`src/hw/rtl/assert_macros.svh`:
```
// assertion helpers for the rtl
`ifndef ASSERT_MACROS_SVH
`define ASSERT_MACROS_SVH

// expression must hold on every edge outside reset
`define ASSERT_ALWAYS(name, clk, rst, expr) \
   name: assert property (@(posedge clk) disable iff (rst) (expr)) \
      else $error("assertion failed");

// same-cycle implication outside reset
`define ASSERT_IMPLY(name, clk, rst, ante, cons) \
   name: assert property (@(posedge clk) disable iff (rst) (ante) |-> (cons)) \
      else $error("implication failed");

// next-cycle implication, also checked through reset
`define ASSERT_NEXT(name, clk, ante, cons) \
   name: assert property (@(posedge clk) (ante) |=> (cons)) \
      else $error("next-cycle check failed");

`endif

```
`src/hw/rtl/plt_pkg.sv`:
```
`default_nettype none

package plt_pkg;

   localparam int unsigned DEF_MAP_BITS   = 1200;
   localparam int unsigned DEF_INNER_BITS = 400;
   localparam int unsigned DEF_GROUP_BITS = 20;
   localparam int unsigned DEF_WORD_BITS  = 64;

   localparam int unsigned INNER_SECTORS = 20;
   localparam int unsigned OUTER_SECTORS = 40;
   localparam int unsigned SEP_W         = 5;
   localparam logic [SEP_W-1:0] SEP_MAX  = 5'd19;
   localparam int unsigned COUNT_W       = 9;

   localparam int unsigned MAP_W  = 64;
   localparam int unsigned RSP_W  = 16;

   localparam int unsigned QUEUE_DEPTH = 2;

   localparam int unsigned CSR_IDX_W = 2;
   localparam logic [CSR_IDX_W-1:0] CSR_DPHI_MIN = 2'd0;
   localparam logic [CSR_IDX_W-1:0] CSR_DPHI_MAX = 2'd1;

   localparam logic [SEP_W-1:0] DPHI_MIN_RESET = 5'd0;
   localparam logic [SEP_W-1:0] DPHI_MAX_RESET = 5'd10;

   typedef logic [INNER_SECTORS-1:0] fired_type;

   // one finished event's fired sectors, moving from front to back
   typedef struct packed {
      logic      valid;
      fired_type fired;
   } fired_beat_type;

endpackage

`default_nettype wire

```
`src/hw/rtl/plt_front.sv`:
```
`default_nettype none

module plt_front #(
   parameter int unsigned MAP_BITS   = plt_pkg::DEF_MAP_BITS,
   parameter int unsigned INNER_BITS = plt_pkg::DEF_INNER_BITS,
   parameter int unsigned GROUP_BITS = plt_pkg::DEF_GROUP_BITS,
   parameter int unsigned WORD_BITS  = plt_pkg::DEF_WORD_BITS
) (
   input  wire logic                       clock,
   input  wire logic                       reset,
   input  wire logic                       req_tvalid,
   output logic                            req_tready,
   input  wire logic [plt_pkg::MAP_W-1:0]  req_tdata,
   input  wire logic                       req_tlast,
   input  wire logic                       q_full,
   output plt_pkg::fired_beat_type         push
);

   localparam int unsigned BASE_W = $clog2(MAP_BITS + WORD_BITS);

   logic [BASE_W-1:0]                       base_ff, base_in;
   logic [plt_pkg::INNER_SECTORS-1:0]       inner_ff, inner_in, inner_hit, inner_new;
   logic [plt_pkg::OUTER_SECTORS-1:0]       outer_ff, outer_in, outer_hit, outer_new;
   plt_pkg::fired_type                      fired;
   logic                                    active;
   logic                                    accept;
   logic [31:0]                             pos;

   assign req_tready = !q_full;
   assign accept     = req_tvalid && req_tready;
   assign active     = base_ff < BASE_W'(MAP_BITS);

   // map each bit of the beat onto its sector group
   always_comb begin
      inner_hit = '0;
      outer_hit = '0;
      pos       = '0;
      for (int b = 0; b < int'(WORD_BITS); b++) begin
         pos = 32'(base_ff) + 32'(b);
         if (active && req_tdata[b] && pos < 32'(MAP_BITS)) begin
            for (int g = 0; g < int'(plt_pkg::INNER_SECTORS); g++) begin
               if (pos >= 32'(g * GROUP_BITS) && pos < 32'((g + 1) * GROUP_BITS) &&
                   pos < 32'(INNER_BITS)) begin
                  inner_hit[g] = 1'b1;
               end
            end
            for (int g = 0; g < int'(plt_pkg::OUTER_SECTORS); g++) begin
               if (pos >= 32'(INNER_BITS + g * GROUP_BITS) &&
                   pos < 32'(INNER_BITS + (g + 1) * GROUP_BITS)) begin
                  outer_hit[g] = 1'b1;
               end
            end
         end
      end
   end

   assign inner_new = inner_ff | inner_hit;
   assign outer_new = outer_ff | outer_hit;

   // inner sector plus one of its four neighboring outer sectors
   always_comb begin
      for (int i = 0; i < int'(plt_pkg::INNER_SECTORS); i++) begin
         fired[i] = inner_new[i] &
                    (outer_new[(2 * i) % plt_pkg::OUTER_SECTORS] |
                     outer_new[(2 * i + 1) % plt_pkg::OUTER_SECTORS] |
                     outer_new[(2 * i + 2) % plt_pkg::OUTER_SECTORS] |
                     outer_new[(2 * i + 39) % plt_pkg::OUTER_SECTORS]);
      end
   end

   always_comb begin
      base_in  = base_ff;
      inner_in = inner_ff;
      outer_in = outer_ff;
      if (accept) begin
         if (req_tlast) begin
            base_in  = '0;
            inner_in = '0;
            outer_in = '0;
         end else begin
            inner_in = inner_new;
            outer_in = outer_new;
            if (active) begin
               base_in = base_ff + BASE_W'(WORD_BITS);
            end
         end
      end
   end

   assign push.valid = accept && req_tlast;
   assign push.fired = fired;

   always_ff @(posedge clock) begin
      if (reset) begin
         base_ff  <= '0;
         inner_ff <= '0;
         outer_ff <= '0;
      end else begin
         base_ff  <= base_in;
         inner_ff <= inner_in;
         outer_ff <= outer_in;
      end
   end

endmodule

`default_nettype wire

```
`src/hw/rtl/plt_queue.sv`:
```
`default_nettype none

module plt_queue (
   input  wire logic                     clock,
   input  wire logic                     reset,
   input  wire plt_pkg::fired_beat_type  push,
   output logic                          q_full,
   input  wire logic                     pop,
   output plt_pkg::fired_beat_type       head
);

   localparam int unsigned DEPTH = plt_pkg::QUEUE_DEPTH;
   localparam int unsigned PTR_W = (DEPTH > 1) ? $clog2(DEPTH) : 1;
   localparam int unsigned CNT_W = $clog2(DEPTH + 1);

   plt_pkg::fired_type  mem_ff [DEPTH];
   logic [PTR_W-1:0]    wr_ptr_ff, wr_ptr_in;
   logic [PTR_W-1:0]    rd_ptr_ff, rd_ptr_in;
   logic [CNT_W-1:0]    count_ff, count_in;
   logic                do_push, do_pop;

   assign q_full     = count_ff == CNT_W'(DEPTH);
   assign do_push    = push.valid && !q_full;
   assign do_pop     = pop && count_ff != '0;
   assign head.valid = count_ff != '0;
   assign head.fired = mem_ff[rd_ptr_ff];

   always_comb begin
      wr_ptr_in = wr_ptr_ff;
      rd_ptr_in = rd_ptr_ff;
      count_in  = count_ff;
      if (do_push) begin
         wr_ptr_in = (wr_ptr_ff == PTR_W'(DEPTH - 1)) ? '0 : wr_ptr_ff + 1'b1;
      end
      if (do_pop) begin
         rd_ptr_in = (rd_ptr_ff == PTR_W'(DEPTH - 1)) ? '0 : rd_ptr_ff + 1'b1;
      end
      if (do_push && !do_pop) begin
         count_in = count_ff + 1'b1;
      end else if (do_pop && !do_push) begin
         count_in = count_ff - 1'b1;
      end
   end

   always_ff @(posedge clock) begin
      if (do_push) begin
         mem_ff[wr_ptr_ff] <= push.fired;
      end
   end

   always_ff @(posedge clock) begin
      if (reset) begin
         wr_ptr_ff <= '0;
         rd_ptr_ff <= '0;
         count_ff  <= '0;
      end else begin
         wr_ptr_ff <= wr_ptr_in;
         rd_ptr_ff <= rd_ptr_in;
         count_ff  <= count_in;
      end
   end

endmodule

`default_nettype wire

```
`src/hw/rtl/plt_back.sv`:
```
`default_nettype none

module plt_back (
   input  wire logic                          clock,
   input  wire logic                          reset,
   input  wire logic [plt_pkg::SEP_W-1:0]     dphi_min,
   input  wire logic [plt_pkg::SEP_W-1:0]     dphi_max,
   input  wire plt_pkg::fired_beat_type       head,
   output logic                               pop,
   output logic                               rsp_tvalid,
   input  wire logic                          rsp_tready,
   output logic                               trigger_fired,
   output logic [plt_pkg::COUNT_W-1:0]        pair_count
);

   localparam int unsigned NSEC   = plt_pkg::INNER_SECTORS;
   localparam int unsigned CHUNK  = 5;
   localparam int unsigned NCHUNK = NSEC / CHUNK;
   localparam int unsigned SEPC_W = $clog2(NSEC + 1);
   localparam int unsigned PART_W = $clog2(NSEC * CHUNK + 1);

   function automatic logic [2:0] count5(input logic [CHUNK-1:0] v);
      logic [2:0] c;
      c = '0;
      for (int k = 0; k < int'(CHUNK); k++) begin
         c = c + 3'(v[k]);
      end
      return c;
   endfunction

   logic [plt_pkg::SEP_W-1:0] lo, hi;
   logic [SEPC_W-1:0]         sep_cnt [NSEC];
   logic [SEPC_W-1:0]         sep_ff  [NSEC];
   logic [PART_W-1:0]         part_in [NCHUNK];
   logic [PART_W-1:0]         part_ff [NCHUNK];
   logic [plt_pkg::COUNT_W-1:0] total;
   logic [plt_pkg::COUNT_W-1:0] count_ff;
   logic                      s1_valid_ff, s2_valid_ff, out_valid_ff;
   logic                      out_ready, s2_ready, s1_ready;
   logic [NSEC-1:0]           both;

   assign lo = (dphi_min > plt_pkg::SEP_MAX) ? plt_pkg::SEP_MAX : dphi_min;
   assign hi = (dphi_max > plt_pkg::SEP_MAX) ? plt_pkg::SEP_MAX : dphi_max;

   assign out_ready = !out_valid_ff || rsp_tready;
   assign s2_ready  = !s2_valid_ff || out_ready;
   assign s1_ready  = !s1_valid_ff || s2_ready;
   assign pop       = head.valid && s1_ready;

   // per separation: sectors i and i+d both fired
   always_comb begin
      both = '0;
      for (int d = 0; d < int'(NSEC); d++) begin
         for (int i = 0; i < int'(NSEC); i++) begin
            both[i] = head.fired[i] & head.fired[(i + d) % NSEC];
         end
         sep_cnt[d] = '0;
         if (plt_pkg::SEP_W'(d) >= lo && plt_pkg::SEP_W'(d) <= hi) begin
            for (int c = 0; c < int'(NCHUNK); c++) begin
               sep_cnt[d] = sep_cnt[d] + SEPC_W'(count5(both[c*CHUNK +: CHUNK]));
            end
         end
      end
   end

   always_comb begin
      for (int c = 0; c < int'(NCHUNK); c++) begin
         part_in[c] = '0;
         for (int k = 0; k < int'(CHUNK); k++) begin
            part_in[c] = part_in[c] + PART_W'(sep_ff[c*CHUNK + k]);
         end
      end
   end

   always_comb begin
      total = '0;
      for (int c = 0; c < int'(NCHUNK); c++) begin
         total = total + plt_pkg::COUNT_W'(part_ff[c]);
      end
   end

   always_ff @(posedge clock) begin
      if (s1_ready) begin
         sep_ff <= sep_cnt;
      end
      if (s2_ready) begin
         part_ff <= part_in;
      end
      if (out_ready) begin
         count_ff <= total;
      end
   end

   always_ff @(posedge clock) begin
      if (reset) begin
         s1_valid_ff  <= 1'b0;
         s2_valid_ff  <= 1'b0;
         out_valid_ff <= 1'b0;
      end else begin
         if (s1_ready) begin
            s1_valid_ff <= head.valid;
         end
         if (s2_ready) begin
            s2_valid_ff <= s1_valid_ff;
         end
         if (out_ready) begin
            out_valid_ff <= s2_valid_ff;
         end
      end
   end

   assign rsp_tvalid    = out_valid_ff;
   assign pair_count    = count_ff;
   assign trigger_fired = count_ff != '0;

endmodule

`default_nettype wire

```
`src/hw/rtl/pixel_layer_topology_trigger_core.sv`:
```
// the last map beat's result passes the event queue, then the s1, s2 and out registers
// throughput: one map beat per cycle while the queue is not full, one result per event, back to back
// rate is set by the front accumulator and a three-stage pair-count pipeline
// reset (synchronous, high) clears sector flags, queue and pipeline,
// and sets dphi_min to 0 and dphi_max to 10
`default_nettype none

`include "assert_macros.svh"

module pixel_layer_topology_trigger_core #(
   parameter int unsigned MAP_BITS   = plt_pkg::DEF_MAP_BITS,
   parameter int unsigned INNER_BITS = plt_pkg::DEF_INNER_BITS,
   parameter int unsigned GROUP_BITS = plt_pkg::DEF_GROUP_BITS,
   parameter int unsigned WORD_BITS  = plt_pkg::DEF_WORD_BITS
) (
   input  wire logic                            clock,
   input  wire logic                            reset,
   input  wire logic                            req_tvalid,
   output logic                                 req_tready,
   input  wire logic [plt_pkg::MAP_W-1:0]       req_tdata,  // [63:0] map_word
   input  wire logic                            req_tlast,
   output logic                                 rsp_tvalid,
   input  wire logic                            rsp_tready,
   output logic [plt_pkg::RSP_W-1:0]            rsp_tdata,  // [0] trigger_fired, [9:1] pair_count
   input  wire logic                            csr_valid,
   output logic                                 csr_ready,
   input  wire logic [plt_pkg::CSR_IDX_W-1:0]   csr_index,
   input  wire logic [plt_pkg::SEP_W-1:0]       csr_data
);

   plt_pkg::fired_beat_type          push;
   plt_pkg::fired_beat_type          head;
   logic                             q_full;
   logic                             pop;
   logic                             trigger_fired;
   logic [plt_pkg::COUNT_W-1:0]      pair_count;
   logic [plt_pkg::SEP_W-1:0]        dphi_min_ff;
   logic [plt_pkg::SEP_W-1:0]        dphi_max_ff;

   assign csr_ready = 1'b1;

   always_ff @(posedge clock) begin
      if (reset) begin
         dphi_min_ff <= plt_pkg::DPHI_MIN_RESET;
         dphi_max_ff <= plt_pkg::DPHI_MAX_RESET;
      end else if (csr_valid) begin
         case (csr_index)
            plt_pkg::CSR_DPHI_MIN: dphi_min_ff <= csr_data;
            plt_pkg::CSR_DPHI_MAX: dphi_max_ff <= csr_data;
            default: ;
         endcase
      end
   end

   plt_front #(
      .MAP_BITS   (MAP_BITS),
      .INNER_BITS (INNER_BITS),
      .GROUP_BITS (GROUP_BITS),
      .WORD_BITS  (WORD_BITS)
   ) u_front (
      .clock      (clock),
      .reset      (reset),
      .req_tvalid (req_tvalid),
      .req_tready (req_tready),
      .req_tdata  (req_tdata),
      .req_tlast  (req_tlast),
      .q_full     (q_full),
      .push       (push)
   );

   plt_queue u_queue (
      .clock  (clock),
      .reset  (reset),
      .push   (push),
      .q_full (q_full),
      .pop    (pop),
      .head   (head)
   );

   plt_back u_back (
      .clock         (clock),
      .reset         (reset),
      .dphi_min      (dphi_min_ff),
      .dphi_max      (dphi_max_ff),
      .head          (head),
      .pop           (pop),
      .rsp_tvalid    (rsp_tvalid),
      .rsp_tready    (rsp_tready),
      .trigger_fired (trigger_fired),
      .pair_count    (pair_count)
   );

   assign rsp_tdata = {{(plt_pkg::RSP_W - plt_pkg::COUNT_W - 1){1'b0}}, pair_count, trigger_fired};

   `ASSERT_IMPLY(a_fired_matches_count, clock, reset, rsp_tvalid, trigger_fired == (pair_count != '0))
   `ASSERT_IMPLY(a_count_in_range, clock, reset, rsp_tvalid, pair_count <= 9'd400)
   `ASSERT_IMPLY(a_no_push_when_full, clock, reset, push.valid, !q_full)
   `ASSERT_NEXT(a_reset_clears_output, clock, reset, !rsp_tvalid)

endmodule

`default_nettype wire

```
`config.mk`:
```
export PLATFORM = sky130hd
export DESIGN_NAME = pixel_layer_topology_trigger_core
export DESIGN_NICKNAME = d
export VERILOG_FILES = /design/src/hw/rtl/plt_pkg.sv /design/src/hw/rtl/plt_front.sv /design/src/hw/rtl/plt_queue.sv /design/src/hw/rtl/plt_back.sv /design/src/hw/rtl/pixel_layer_topology_trigger_core.sv
export VERILOG_INCLUDE_DIRS = /design/src /design/src/hw/rtl
export SDC_FILE = /design/constraint.sdc
export NUM_CORES = 1
export LEC_CHECK = 0
export ABC_AREA = 1
export BUFFER_PORTS_ARGS = -buffer_cell sky130_fd_sc_hd__clkbuf_2
export CAP_MARGIN = 20
export CORE_UTILIZATION = 54
export DETAILED_ROUTE_END_ITERATION = 8
export HOLD_SLACK_MARGIN = 0.12
export PLACE_DENSITY = 0.85
export REMOVE_ABC_BUFFERS = 1
export SYNTH_ARGS = -nofsm -noshare
export SYNTH_HDL_FRONTEND = slang
export SYNTH_HIERARCHICAL = 1
export SYNTH_SLANG_ARGS = --single-unit
```
`constraint.sdc`:
```
create_clock -name clock -period 4.97 [get_ports clock]
set_input_delay 0.994 -clock clock [delete_from_list [all_inputs] [get_ports clock]]
set_output_delay 0.994 -clock clock [all_outputs]
set_load 0.02 [all_outputs]
```
==> flow_summary.toml <==
[job]
drv_cap = 0

[timing]
rsz0062_at_grt = "true"
fin_ws_ps = -206.4
maxSlewHeadroom_pct = 39.51
period_needed_ps = 5176
final.setup_skew_ps = 22.82
setup_tns_ps = -3359
setup_viol = 40
slew_violations = 0
period_share_pct = 104.2
tightest_slew_ps = 901.8
max_clock_freq_mhz = 193.2
hold_viol = 0

[synth]
synth-seq-cells = 259
synth-xor-area-share_pct = 1.462
netlist_instances = 2602
synth.distinct_cells = 57
synth_top_area_cell = "edfxtp_1"
synth_most_common_cell = "inv_1"
synth_flop_cell = "edfxtp_1"
synth_top_area_share_pct = 23.85
synth_top_family_by_area = "adder cells"
synth_common_cells = "inv_1, nand2_1, nor2_1, fa_1, edfxtp_1"
yosysSeqAreaShare_pct = 31.35
async_flop_share_pct = 0
synth.mux.area_fraction_pct = 1.355
synthSimpleGateAreaFrac_pct = 18.04
synth-edff-count = 176
synthTopCellsByArea = "edfxtp_1, fa_1, inv_1"
post_synth_fa_ha_maj_area_fraction_pct = 28.02
synth-compound-area-share_pct = 7.741
syn-cell-area_um2 = 22160
avgSynthCellArea_um2 = 8.516
ys_warn_count = 6

[worst_setup_path]
cp.arrival_ps = 5480
path_class = "register to register"
startpoint_type = "register"
crit_fanout = 6
cp-end-kind = "register"
cp.required_ps = 5280

[place]
io_buffers = 88
place_congestion = 1.012
place_inst = 3206
dp_hpwl_um = 46220

[clock_tree]
cts_tree = "done"
cts.htree.levels = 1
cts_sinks = 259
cts_buffers = 28
clkTransAtPathRegs_ps = 60
clk_path_buf_depth = 3
clockRootBuffer = "clkbuf_16"
clk_latency_ps = 580

[finish]
final_cells = 3309
syn_to_final_growth_pct = 14.78
drive_above_1_share_pct = 19.22
fillers = 3043
nNetsFinal = 3202
antenna_cells = 0

[global_route]
grt_pass1_wl_um = 93430
grt_pass1_vias = 18570
grt_max_degree = 68
grt.overflow.total = 0
grt_usage_pct = 28.74
antenna_found_initial = 0

[detailed_routing]
drt_iter0_drc = 1799
viasPerCell = 5.595
first_pass_iters = 7
drc = 0
num_vias = 18520
drt_wl_total_um = 64270
wl_per_cell_um = 19.42
antenna_left = 0

[run_status]
failed_checks = "negative setup slack"
outcome = "finished with violations"

[floorplan]
dieHeight_um = 204.6
fp.dieW_um = 204.6
io_pins = 96
coreArea_um2 = 40100
rows = 73
dieArea_um2 = 41850
start_util_pct = 55.26

[worst_hold_path]
holdCritPathClass = "register to register"
-- metrics by stage --
stage | hold slack, ps | setup slack, ps | util, % | cell area [um2]
after global placement | 434.6 | -225.1 | 58.20 | 23340
final | 452.6 | -206.4 | 63.43 | 25430
after global routing | 471.3 | -332.2 | 63.43 | 25430
after CTS | 451.8 | -100.5 | 61.66 | 24720
after floorplan | 420.6 | -699.4 | - | 21750
after detailed placement | 443.2 | -350.9 | 58.20 | 23340
-- routing by layer --
metal  track usage [%]  part of all wire (%)
met1             32.26                    36
met2             52.78                    51
met3             3.452                   6.7
met4             15.57                   6.7
met5                 0                     0
-- layout by cell type, fill, tap and decap left out, drive strengths merged, types with 21 or more instances in the layout --
cell type  synthesis  routed
nor2             277     277
xor2              21      21
o21ai            105     105
inv              595     596
mux2              20      22
clkbuf            30     117
nand3            108     108
nand2            532     532
edfxtp           176     176
buf               46     110
ha               141     141
a21oi            132     132
dfxtp             83      83
fa               222     222
-- layout make-up --
type                    count  area (um2)  share of cell area (%)
repair buffers            199        1516                   5.963
well taps                 525       656.9                   2.583
flip-flops and latches    259        6950                   27.33
inverters                 596        2240                   8.806
clock inverters            24       251.5                  0.9888
clock buffers              28       700.7                   2.755
multi-input cells        1678       13120                   51.58
-- flip-flops by register name (all words and copies together), names as in the netlist, named ones only --
| signal | cells |
|---|---|
| dphi_max_ff | 5 |
| dphi_min_ff | 5 |
| u_back/pair_count | 9 |
| u_back/part_ff | 28 |
| u_back/rsp_tvalid | 1 |
| u_back/s1_valid_ff | 1 |
| u_back/s2_valid_ff | 1 |
| u_back/sep_ff | 99 |
| u_front/base_ff | 5 |
| u_front/inner_ff | 20 |
| u_front/outer_ff | 40 |
| u_queue/count_ff | 2 |
| u_queue/mem_ff | 40 |
| u_queue/rd_ptr_ff | 1 |
| u_queue/wr_ptr_ff | 1 |
-- worst paths after layout --
kind	start	to	slack (ps)	depth (start not counted)
min	u_front/outer_ff[15]	u_front/outer_ff[15]	450	2
max	register	u_back/sep_ff[13]	-210	20
min reg2reg	u_front/outer_ff[15]	u_front/outer_ff[15]	450	2
max reg2reg	register	u_back/sep_ff[13]	-210	20
-- timing repair --
action | 4_1_cts | 5_1_grt
hold buffers | 0 | 0
pin swaps | 91 | 89
buffers inserted | 16 | 32
endpoints found under the hold margin | 0 | 0
resized for setup | 83 | 148
cloned | 3 | 1
setup endpoints to repair | 63 | 72
-- kinds of logic (layout without fill, tap and decap cells) --
group                      Yosys count  after routing
AOI/OAI and AO/OA                  290            290
xor gates and xnor gates            37             37
adders and majority gates          363            363
buffers and inverters              672            847
DFF                                259            259
muxes                               20             22
other                                2              7
and+or+nand+nor                    959            959
-- worst max-delay path, cell delays in order (launching register included) --
cell and delay [ps]:
dfxtp_4 380, buf_12 130, buf_8 120, mux2_4 370
buf_6 150, nand2_4 50, inv_2 40, fa_1 590
inv_2 60, fa_1 430, inv_1 170, fa_1 500
inv_1 100, fa_1 450, fa_1 550, inv_1 70
ha_1 300, nand3_1 100, nand3_2 80, xor2_2 190
nor2_1 90
Power is left out: the tool's default activity adds up to more than one toggle a clock period on the data nets, which glitch-free logic cannot reach.
